<file path="config.mk">
export PLATFORM = sky130hd
export DESIGN_NAME = sorted_priority_queue_core
export DESIGN_NICKNAME = d
export VERILOG_FILES = /design/src/spq_pkg.sv /design/src/sorted_priority_queue_core.sv /design/src/spq_cell.sv
export SDC_FILE = /design/constraint.sdc
export NUM_CORES = 2
export LEC_CHECK = 0
export BUFFER_PORTS_ARGS = -buffer_cell sky130_fd_sc_hd__buf_2
export CORE_ASPECT_RATIO = 1.5
export CORE_MARGIN = 5
export CORE_UTILIZATION = 30
export CTS_CLUSTER_DIAMETER = 150
export DETAILED_ROUTE_END_ITERATION = 12
export GPL_TIMING_DRIVEN = 0
export HOLD_SLACK_MARGIN = 0.03
export MAX_ROUTING_LAYER = met4
export PLACE_DENSITY = 0.49
export SKIP_CTS_REPAIR_TIMING = 1
export SYNTH_ARGS = -nofsm -noshare
export SYNTH_HDL_FRONTEND = slang
export SYNTH_SLANG_ARGS = --single-unit
</file>
<file path="constraint.sdc">
create_clock -name clock -period 7 [get_ports clock]
set_clock_uncertainty 0.1 [all_clocks]
set_input_delay 0.35 -clock clock [delete_from_list [all_inputs] [get_ports clock]]
set_output_delay 0.35 -clock clock [all_outputs]
set_load 0.02 [all_outputs]
</file>
<file path="src/spq_pkg.sv">
`timescale 1ns / 1ps
// Shared types and constants for the sorted priority queue.
// No dependencies.
package spq_pkg;

   localparam int VALUE_WIDTH            = 32;
   localparam int REQ_PRIORITY_WIDTH     = 16;
   localparam int PRIORITY_EXT_WIDTH     = 32;
   localparam int STATUS_WIDTH           = 2;
   localparam int DEPTH_DEFAULT          = 16;
   localparam int PRIORITY_WIDTH_DEFAULT = 16;

   localparam logic CMD_INSERT = 1'b0;

   localparam logic [VALUE_WIDTH-1:0] EMPTY_VALUE = '1;

   typedef enum logic [STATUS_WIDTH-1:0] {
      ST_INSERTED = 2'd0,
      ST_REMOVED  = 2'd1,
      ST_FULL     = 2'd2,
      ST_EMPTY    = 2'd3
   } status_type;

   // operation broadcast to every cell in the chain
   typedef struct packed {
      logic insert;
      logic remove;
   } op_type;

endpackage

</file>
<file path="src/sorted_priority_queue_core.sv">
`timescale 1ns / 1ps
// The response to an accepted request is registered and appears in the next cycle.
// Throughput: one transaction per cycle unless a held response stalls requests; every cell compares and shifts at once.
// Cell 0 holds the tail (smallest priority, newest among equals), so a remove reads it.
// Reset: synchronous, clears entry count, cell valid bits and response valid.
// Top level of the sorted priority queue; depends on spq_pkg and spq_cell.
module sorted_priority_queue_core #(
   parameter int DEPTH          = spq_pkg::DEPTH_DEFAULT,
   parameter int PRIORITY_WIDTH = spq_pkg::PRIORITY_WIDTH_DEFAULT,
   localparam int CountWidth    = $clog2(DEPTH + 1)
) (
   input  logic                                   clock,
   input  logic                                   reset,
   input  logic                                   req_valid,
   output logic                                   req_stall,
   input  logic                                   req_command,
   input  logic [spq_pkg::VALUE_WIDTH-1:0]        req_value,
   input  logic [spq_pkg::REQ_PRIORITY_WIDTH-1:0] req_priority_req,
   output logic                                   rsp_valid,
   input  logic                                   rsp_stall,
   output logic [spq_pkg::VALUE_WIDTH-1:0]        rsp_removed_value,
   output logic [spq_pkg::STATUS_WIDTH-1:0]       rsp_status,
   output logic [CountWidth-1:0]                  rsp_entry_count
);

   logic                                  accept;
   logic                                  is_insert;
   logic                                  full;
   logic                                  empty;
   spq_pkg::op_type                       op;
   logic [spq_pkg::PRIORITY_EXT_WIDTH-1:0] prio_ext;
   logic [PRIORITY_WIDTH-1:0]             new_prio;

   logic [CountWidth-1:0]           count_ff, count_in;
   logic                            rsp_valid_ff, rsp_valid_in;
   logic [spq_pkg::VALUE_WIDTH-1:0] rsp_value_ff, rsp_value_in;
   spq_pkg::status_type             rsp_status_ff, rsp_status_in;
   logic [CountWidth-1:0]           rsp_count_ff;

   logic [DEPTH-1:0]                cell_valid;
   logic [DEPTH-1:0]                cell_below;
   logic [spq_pkg::VALUE_WIDTH-1:0] cell_value [DEPTH];
   logic [PRIORITY_WIDTH-1:0]       cell_prio  [DEPTH];

   assign req_stall = rsp_valid_ff && rsp_stall;
   assign accept    = req_valid && !req_stall;
   assign is_insert = (req_command == spq_pkg::CMD_INSERT);
   assign full      = (count_ff == CountWidth'(DEPTH));
   assign empty     = (count_ff == '0);

   assign op.insert = accept && is_insert && !full;
   assign op.remove = accept && !is_insert && !empty;

   assign prio_ext = {{(spq_pkg::PRIORITY_EXT_WIDTH - spq_pkg::REQ_PRIORITY_WIDTH)
                       {req_priority_req[spq_pkg::REQ_PRIORITY_WIDTH-1]}},
                      req_priority_req};
   assign new_prio = prio_ext[PRIORITY_WIDTH-1:0];

   for (genvar i = 0; i < DEPTH; i++) begin : g_cell
      logic                            lo_below;
      logic                            lo_valid;
      logic [spq_pkg::VALUE_WIDTH-1:0] lo_value;
      logic [PRIORITY_WIDTH-1:0]       lo_prio;
      logic                            hi_valid;
      logic [spq_pkg::VALUE_WIDTH-1:0] hi_value;
      logic [PRIORITY_WIDTH-1:0]       hi_prio;

      if (i == 0) begin : g_lo_edge
         assign lo_below = 1'b1;
         assign lo_valid = 1'b0;
         assign lo_value = '0;
         assign lo_prio  = '0;
      end else begin : g_lo_link
         assign lo_below = cell_below[i-1];
         assign lo_valid = cell_valid[i-1];
         assign lo_value = cell_value[i-1];
         assign lo_prio  = cell_prio[i-1];
      end

      if (i == DEPTH - 1) begin : g_hi_edge
         assign hi_valid = 1'b0;
         assign hi_value = '0;
         assign hi_prio  = '0;
      end else begin : g_hi_link
         assign hi_valid = cell_valid[i+1];
         assign hi_value = cell_value[i+1];
         assign hi_prio  = cell_prio[i+1];
      end

      spq_cell #(
         .PRIORITY_WIDTH(PRIORITY_WIDTH)
      ) u_cell (
         .clock    (clock),
         .reset    (reset),
         .op       (op),
         .new_value(req_value),
         .new_prio (new_prio),
         .lo_below (lo_below),
         .lo_valid (lo_valid),
         .lo_value (lo_value),
         .lo_prio  (lo_prio),
         .hi_valid (hi_valid),
         .hi_value (hi_value),
         .hi_prio  (hi_prio),
         .valid    (cell_valid[i]),
         .value    (cell_value[i]),
         .prio     (cell_prio[i]),
         .below    (cell_below[i])
      );
   end

   always_comb begin
      count_in = count_ff;
      if (op.insert) begin
         count_in = count_ff + CountWidth'(1);
      end else if (op.remove) begin
         count_in = count_ff - CountWidth'(1);
      end
   end

   always_comb begin
      rsp_valid_in = rsp_valid_ff && rsp_stall;
      if (accept) begin
         rsp_valid_in = 1'b1;
      end
   end

   always_comb begin
      if (is_insert) begin
         rsp_value_in  = '0;
         rsp_status_in = full ? spq_pkg::ST_FULL : spq_pkg::ST_INSERTED;
      end else if (empty) begin
         rsp_value_in  = spq_pkg::EMPTY_VALUE;
         rsp_status_in = spq_pkg::ST_EMPTY;
      end else begin
         rsp_value_in  = cell_value[0];
         rsp_status_in = spq_pkg::ST_REMOVED;
      end
   end

   always_ff @(posedge clock) begin
      if (reset) begin
         count_ff     <= '0;
         rsp_valid_ff <= 1'b0;
      end else begin
         count_ff     <= count_in;
         rsp_valid_ff <= rsp_valid_in;
      end
   end

   always_ff @(posedge clock) begin
      if (accept) begin
         rsp_value_ff  <= rsp_value_in;
         rsp_status_ff <= rsp_status_in;
         rsp_count_ff  <= count_in;
      end
   end

   assign rsp_valid         = rsp_valid_ff;
   assign rsp_removed_value = rsp_value_ff;
   assign rsp_status        = rsp_status_ff;
   assign rsp_entry_count   = rsp_count_ff;

   a_count_bound: assert property (@(posedge clock) disable iff (reset)
      count_ff <= CountWidth'(DEPTH))
      else $error("entry count above depth");

   a_valid_matches_count: assert property (@(posedge clock) disable iff (reset)
      count_ff == CountWidth'($countones(cell_valid)))
      else $error("cell valid bits disagree with entry count");

   a_tail_valid: assert property (@(posedge clock) disable iff (reset)
      cell_valid[0] == (count_ff != '0))
      else $error("tail cell valid disagrees with entry count");

   a_full_no_change: assert property (@(posedge clock) disable iff (reset)
      (accept && is_insert && full) |=> (count_ff == $past(count_ff)))
      else $error("dropped insert changed entry count");

   a_remove_count: assert property (@(posedge clock) disable iff (reset)
      op.remove |=> (rsp_entry_count == $past(count_ff) - CountWidth'(1)))
      else $error("remove reported wrong entry count");

endmodule

</file>
<file path="src/spq_cell.sv">
`timescale 1ns / 1ps
// One slot of the sorted chain: holds an entry and shifts with its neighbors.
// Depends on spq_pkg.
module spq_cell #(
   parameter int PRIORITY_WIDTH = spq_pkg::PRIORITY_WIDTH_DEFAULT
) (
   input  logic                            clock,
   input  logic                            reset,
   input  spq_pkg::op_type                 op,
   input  logic [spq_pkg::VALUE_WIDTH-1:0] new_value,
   input  logic [PRIORITY_WIDTH-1:0]       new_prio,
   input  logic                            lo_below,
   input  logic                            lo_valid,
   input  logic [spq_pkg::VALUE_WIDTH-1:0] lo_value,
   input  logic [PRIORITY_WIDTH-1:0]       lo_prio,
   input  logic                            hi_valid,
   input  logic [spq_pkg::VALUE_WIDTH-1:0] hi_value,
   input  logic [PRIORITY_WIDTH-1:0]       hi_prio,
   output logic                            valid,
   output logic [spq_pkg::VALUE_WIDTH-1:0] value,
   output logic [PRIORITY_WIDTH-1:0]       prio,
   output logic                            below
);

   logic                            valid_ff, valid_in;
   logic [spq_pkg::VALUE_WIDTH-1:0] value_ff, value_in;
   logic [PRIORITY_WIDTH-1:0]       prio_ff, prio_in;

   // entry stays put on insert when it sorts strictly below the new one
   assign below = valid_ff && ($signed(prio_ff) < $signed(new_prio));

   always_comb begin
      valid_in = valid_ff;
      value_in = value_ff;
      prio_in  = prio_ff;
      if (op.insert) begin
         if (!below) begin
            if (lo_below) begin
               valid_in = 1'b1;
               value_in = new_value;
               prio_in  = new_prio;
            end else begin
               valid_in = lo_valid;
               value_in = lo_value;
               prio_in  = lo_prio;
            end
         end
      end else if (op.remove) begin
         valid_in = hi_valid;
         value_in = hi_value;
         prio_in  = hi_prio;
      end
   end

   always_ff @(posedge clock) begin
      if (reset) begin
         valid_ff <= 1'b0;
      end else begin
         valid_ff <= valid_in;
      end
   end

   always_ff @(posedge clock) begin
      value_ff <= value_in;
      prio_ff  <= prio_in;
   end

   assign valid = valid_ff;
   assign value = value_ff;
   assign prio  = prio_ff;

endmodule
</file>
======== After elaboration in Yosys (flattened, before gate mapping) ========
Cells that the tools add are included.
storage, ports and cells
  flip-flop bits (word level) ............. 829
  input port bits ......................... 53
  output and inout port bits .............. 41
  word-level logic and storage cells ...... 328
operators by class
  $add $sub $neg .......................... 2
  magnitude comparators ................... 16
  eq/ne operators ......................... 17
  muxes and demuxes ....................... 196
  bitwise operators ....................... 1
  reduce and logical (&&, ||, !) cells .... 43
operators by type and width
  kind                                              count
  two-way mux 32 bit                                64
  two-way mux 16 bit                                63
  less-than comparator 16 bit                       16
  two-way mux 1 bit                                 64
  inequality test 2 bit, second input constant      16
  AND reduction 2 bit                               16
  logical AND 1 bit                                 22
  two-way mux 5 bit                                 2
  two-way mux 2 bit                                 3
  adder 5 x 1 -> 5 bit, second input constant       1
  == test 5 bit, second input constant              1
  logical NOT 5 bit                                 1
  subtractor 5 x 1 -> 5 bit, second input constant  1
  logical NOT 1 bit                                 3
  nonzero test 2 bit                                1
  inverter 1 bit                                    1

======== Logic depth before layout (Yosys ltp) ========
  depth in word-level cells ............... 7
  gate-level depth with buffers ........... 12
  depth with buffers taken out ............ 9

======== Modules after synthesis ========
A second synthesis with hierarchy kept.
unflattened totals
  cells, all modules ...................... 4,529
  area total of the unflattened synthesis .. 48,731.7 um^2
by module, submodules not included
  module                           instances  cells each  area an instance (um^2)  sequential area each (um^2)
  spq_cell (g_cell[1].u_cell ...)  9          274         2,934.1                  1,461.4
  spq_cell (g_cell[0].u_cell ...)  7          275         2,910.3                  1,461.4
  sorted_priority_queue_core       1          138         1,953.1                  1,291.2

======== Least setup slack after synthesis ========
No wires, ideal clock.
  kind .................................... reg-to-reg
  start ................................... reg rsp_valid_ff (netlist: rsp_valid)
  end ..................................... reg g_cell[10].u_cell.prio_ff[0], enable pin
  setup time .............................. 0.520 ns
  data arrival time ....................... 6.027 ns
  data required time ...................... 6.380 ns
  path slack .............................. 0.353 ns
  cell stages (with the launch flop) ...... 9
  path buffers ............................ 3
  clock period less this slack ............ 6.647 ns
  path through ............................ dfxtp_1 > and2_1 > nand2b_4 > inv_1 > nand3b_1 > buf_2 > buf_2 > clkbuf_1 > o21ai_0
between the ends
  cells in the longest elaborated chain, start to end .. 7
  elaborated cells on any way between the ends .. 10
  those cells by class .................... eq/ne: 1; reduce/logical: 9
RTL lines
  element                                                                              RTL line                                                            source
  start: declaration                                                                   sorted_priority_queue_core.sv:35                                    logic rsp_valid_ff, rsp_valid_in;
  start signal: assignment                                                             sorted_priority_queue_core.sv:147                                   rsp_valid_ff <= rsp_valid_in;
  logical AND 1 bit *                                                                  sorted_priority_queue_core.sv:45                                    assign req_stall = rsp_valid_ff && rsp_stall;
  via req_stall                                                                        sorted_priority_queue_core.sv:15                                    output logic req_stall,
  logical NOT 1 bit *                                                                  sorted_priority_queue_core.sv:46                                    assign accept = req_valid && !req_stall;
  logical AND 1 bit *                                                                  sorted_priority_queue_core.sv:46
  via accept                                                                           sorted_priority_queue_core.sv:26                                    logic accept;
  logical AND 1 bit, on equally long branches (2 in a row)                             sorted_priority_queue_core.sv:51, sorted_priority_queue_core.sv:52
  inequality test 2 bit (no source line) / nonzero test 2 bit (equally long branches)  --
  AND reduction 2 bit (no source line) *                                               --
  end signal: assignment                                                               spq_cell.sv:65                                                      prio_ff <= prio_in;
  end: declaration                                                                     spq_cell.sv:27                                                      logic [PRIORITY_WIDTH-1:0] prio_ff, prio_in;
The timed path passes the listed nets; every way through them passes the cells marked *.
A chain may end at the register's enable or synchronous reset.

======== Worst setup path after layout ========
  start ................................... in req_priority_req[15] (netlist bit)
  end ..................................... reg g_cell[11].u_cell.value_ff (netlist bit g_cell[11].u_cell.value[25]), enable pin
between the ends
  cells in the longest elaborated chain, start to end .. 4
RTL lines
  element                                 RTL line                          source
  start: declaration                      sorted_priority_queue_core.sv:18  input logic [spq_pkg::REQ_PRIORITY_WIDTH-1:0] req_priority_req,
  less-than comparator 16 bit             spq_cell.sv:30                    assign below = valid_ff && ($signed(prio_ff) < $signed(new_prio));
  logical AND 1 bit                       spq_cell.sv:30
  inequality test 2 bit (no source line)  --
  AND reduction 2 bit (no source line)    --
  end signal: assignment                  spq_cell.sv:64                    value_ff <= value_in;
  end: declaration                        spq_cell.sv:26                    logic [spq_pkg::VALUE_WIDTH-1:0] value_ff, value_in;
No other way between the ends.

==> impl_results.rst <==
.. list-table::
   :header-rows: 1

   * - Metric
     - Value
   * - Simple logic cell fraction of the synthesized area
     - 13.58%
   * - Largest net degree at the start of global routing
     - 49
   * - Final Slew Violations
     - 0
   * - Endpoint class of the critical path
     - register
   * - Ratio of cells with drive above 1 in the final layout
     - 9.730%
   * - Register clock-pin slew on the reported worst setup and hold paths
     - 0.06 ns
   * - Maximum operating frequency
     - 0.1793 GHz
   * - LEAKAGE
     - 18.91 nW
   * - Port Buffer Count
     - 93
   * - Area of all sequential standard cells
     - 0.02467 mm²
   * - Placement Cell Area
     - 0.04843 mm²
   * - Via count of the first global-routing pass
     - 36600
   * - Residual DRC count
     - 0
   * - Startpoint Class
     - primary input
   * - Total number of vias
     - 36110
   * - Path depth of the worst reg2reg path
     - 8
   * - Sequential area share after synthesis
     - 54.97%
   * - Final HPWL from detailed placement
     - 136400 µm
   * - Origin of the critical flop-to-flop path
     - g_cell[11].u_cell.prio[15]$_DFFE_PP_
   * - Die extent in x
     - 325.8 µm
   * - Multiplexer area fraction after synthesis
     - 3.956%
   * - First-pass GRT wire length
     - 255400 µm
   * - Worst R2R Setup Slack
     - 1.54 ns
   * - Post-Syn Area
     - 0.04488 mm²
   * - Switching power total
     - 4.941 mW
   * - Category of the critical setup timing path
     - primary input to register
   * - Clock Power Share
     - 32.0%
   * - Final worst path period share
     - 79.68%
   * - Status
     - finished, violations left
   * - CTS tree
     - built
   * - Final Wtd Congestion
     - 0.9410
   * - Xor-xnor portion of the synthesized cell area
     - 0.05854%
   * - Tightest Hold Check Type
     - primary input to register
   * - Total global-route track usage
     - 22.63%
   * - Fraction of power spent switching nets
     - 32.12%
   * - Transition time at the pin with the least slew margin
     - 1.445 ns
   * - End of the critical path
     - g_cell[11].u_cell.value[25]$_DFFE_PP_
   * - DIE AREA
     - 0.1576 mm²
   * - TritonCTS buffer count
     - 89
   * - Initial standard-cell utilization of the core
     - 30.05%
   * - Average instance area after synthesis
     - 10.81 µm²
   * - Flip-flop and latch count after synthesis
     - 829
   * - Violated checks
     - capacitance limit
   * - Share of synthesized cell area in full adder, half adder and majority cells
     - 6.746%
   * - Critical-path maximum fanout
     - 48
   * - Iteration count of the initial detailed-routing pass
     - 7
   * - WHS
     - 0.04091 ns
   * - Number of fillers in the final layout
     - 15260
   * - Portion of total power attributed to sequential cells
     - 46.0%
   * - Fraction of post-synthesis cell area in the top cell type by area
     - 53.99%
   * - Setup repair after global routing missed its margin
     - false
   * - Row cnt
     - 174
   * - Initial drt markers
     - 3170
   * - Cell occurring most often along the worst timing path
     - buf_2
   * - Max-cap violations
     - 1
   * - Ports placed on the boundary
     - 94
   * - Data arrival, critical path
     - 5.69 ns
   * - Clock network latency to the later pin of the worst-skew pair
     - 0.72 ns
   * - Fraction of power consumed by combinational cells
     - 22.0%
   * - Main flop type after synthesis
     - edfxtp_1
   * - Crit-path slowest cell
     - mux2i_1
   * - Delay of the slowest cell on the worst path
     - 1.02 ns
   * - Synthesized-area fraction occupied by ao, oa, aoi and oai cells
     - 17.06%
   * - Floorplan Core Area
     - 0.1493 mm²
   * - Crit path from
     - req_priority_req[15]
   * - Cell-by-cell trace of the critical path
     - buf_2, inv_1, ha_1, nand4_1, or4_1, o221ai_2, mux2i_1, buf_2, clkbuf_1, nand2_4
   * - Number of instances in the synthesized netlist
     - 4153
   * - Endpoint of the lowest-slack register-to-register path
     - g_cell[11].u_cell.value[25]$_DFFE_PP_
   * - CTS H-Tree Depth
     - 3
   * - Post-layout minimum cycle time
     - 5.578 ns
   * - Area growth from synthesis to final layout
     - 14.86%
   * - Root buffer cell
     - clkbuf_16
   * - Total congestion overflow after global routing
     - 0
   * - Setup violation total in the final timing report
     - 0
   * - Routed WL
     - 181600 µm
   * - Cell type contributing the most total cell area after synthesis
     - edfxtp_1
   * - Number of nets with antenna violations after routing
     - 0
   * - Max clock buf depth
     - 3
   * - Final Net Count
     - 4669
   * - Internal Dissipation
     - 10.44 mW
   * - Final Hold Vio Count
     - 0
   * - Share of flip-flops with an asynchronous set or reset after synthesis
     - 0%
   * - Top area cells in the synthesized netlist
     - edfxtp_1, nor2_1, ha_1, a221o_1, o22ai_1
   * - Net count after synthesis
     - 4448
   * - Antenna violations before repair
     - 13
   * - Largest family of logic cells by synthesized area
     - compound AO/OA/AOI/OAI gates
   * - Floorplan die height
     - 483.7 µm
   * - Required time at the endpoint of the critical path
     - 7.11 ns
   * - Average wire per standard cell
     - 28.38 µm
   * - Worst relative slew slack
     - 0.9399%
   * - Worst IR Drop VDD
     - 202.5 µV
   * - Number of enable-type register cells in the synthesized netlist
     - 807
   * - Power Density
     - 298.4 mW/mm²
   * - Multi-input logic area
     - 0.01876 mm²
   * - # clock sinks
     - 829
   * - Count of synthesis-stage warnings from yosys
     - 0
   * - Final cell area excluding filler cells
     - 0.05155 mm²
   * - Avg Vias per Cell
     - 5.645
   * - Number of distinct library cells after synthesis
     - 59
sequential cells by signal, indices dropped and copies added, names as in the netlist:
| register | flops |
|---|---|
| count_ff | 5 |
| g_cell.u_cell.prio | 256 |
| g_cell.u_cell.valid | 16 |
| g_cell.u_cell.value | 512 |
| rsp_entry_count | 5 |
| rsp_removed_value | 32 |
| rsp_status | 2 |
| rsp_valid | 1 |
cells in the final DEF (no fill, tap or decap), types with 11 or more instances in the layout:
master and count:
o211ai_1 16, o21a_1 40, nand4_1 22, a22o_1 48
buf_1 19, clkbuf_1 188, a211oi_1 16, buf_16 12
a21o_1 56, edfxtp_1 807, buf_4 27, clkinv_1 22
inv_1 19, a21oi_1 225, ha_1 242, o22ai_1 254
dfxtp_1 22, nor2_1 976, nand2_1 389, nand2b_1 19
dlygate4sd3_1 17, a221o_1 291, clkinv_2 16, buf_2 195
mux2i_1 152, nand3_1 12, and2_1 33, clkbuf_16 91
o21ai_0 42, diode_2 11
synth_stat cells, types with 12 or more instances:
cell type	instances
a221o_1	291
a22o_1	48
o21ai_0	51
a21o_1	56
inv_1	20
nor2_1	976
nand3_1	12
clkbuf_1	177
mux2i_1	153
nand4_1	22
dfxtp_1	22
nand2b_1	19
a21oi_1	225
edfxtp_1	807
o211ai_1	16
buf_1	19
o22ai_1	254
ha_1	242
and2_1	33
a211oi_1	16
o21a_1	40
nand2_1	394
buf_2	102
buf_4	27
worst max-delay path: cells and delay by family:
family                     cells  cell delay, ns
muxes                          1            1.02
adders and majority gates      1            0.56
buffers and inverters          4            1.78
and+or+nand+nor                3            1.52
AOI/OAI and AO/OA              1            0.39
power groups by stage:
stage / registers [mW] / clock network [mW] / logic [mW]
global route: 7.14 / 5.19 / 3.64
CTS: 7.07 / 4.99 / 3.35
finish: 7.08 / 4.92 / 3.38
floorplan: 7.00 / 0 / 2.05
detailed placement: 7.17 / 0 / 3.33
global placement: 7.29 / 0 / 3.14
final cells by class:
cell class / count / share of cell area [%]
tap: 1936 / 4.699
inverter: 20 / 0.1456
buffer: 334 / 3.010
sequential: 829 / 47.86
clock buffer: 103 / 4.505
clock inverter: 64 / 1.167
antenna: 11 / 0.05340
multi-input combinational: 2970 / 36.39
timing repair buffer: 130 / 2.167
metrics by stage:
stage | utilization [%] | instances | setup TNS [ns] | setup WS [ns] | total power, mW
after floorplan | - | 4153 | 0 | 0.3530 | 9.055
after global placement | 31.99 | 6182 | -1935.95 | -4.715 | 10.43
after detailed placement | 32.43 | 6202 | 0 | 0.6104 | 10.50
after CTS | 34.38 | 6369 | 0 | 1.345 | 15.42
after global routing | 34.52 | 6397 | 0 | 1.342 | 15.97
final | 34.52 | 6397 | 0 | 1.422 | 15.38
metal layers:
layer  global-route usage [%]  part of all wire [%]  vias up
li1                         -                     -    16150
met1                    24.35                    37    18170
met2                    39.37                    50     1314
met3                    2.974                   4.8      481
met4                    14.44                   7.7        0
met5                        -                     0        -
logic make-up (layout without fill, tap and decap cells):
family | Yosys count | count (layout)
buffers and inverters | 354 | 651
and+or+nand+nor | 1516 | 1516
adders and majority gates | 242 | 242
other | 0 | 11
muxes | 168 | 168
xor gates and xnor gates | 3 | 3
AOI/OAI and AO/OA | 1041 | 1041
DFF | 829 | 829
worst min path at each step:
stage                                    startpoint                                   endpoint  slack (ns)  cells past startpoint
2_1_floorplan                                 reset                     count_ff[4]$_SDFF_PP0_        0.32                      1
3_3_place_gp   g_cell[1].u_cell.value[16]$_DFFE_PP_       g_cell[0].u_cell.value[16]$_DFFE_PP_        0.43                      1
3_5_place_dp   g_cell[1].u_cell.value[13]$_DFFE_PP_       g_cell[0].u_cell.value[13]$_DFFE_PP_        0.44                      1
4_1_cts                                   req_valid                       rsp_valid$_SDFF_PP0_       -0.24                      3
5_1_grt                               req_value[29]  g_cell[15].u_cell.value[29]$_SDFFCE_PN0P_        0.03                      2
6_report                              req_value[25]  g_cell[15].u_cell.value[25]$_SDFFCE_PN0P_        0.04                      2
Power figures use the tool's default switching activity.
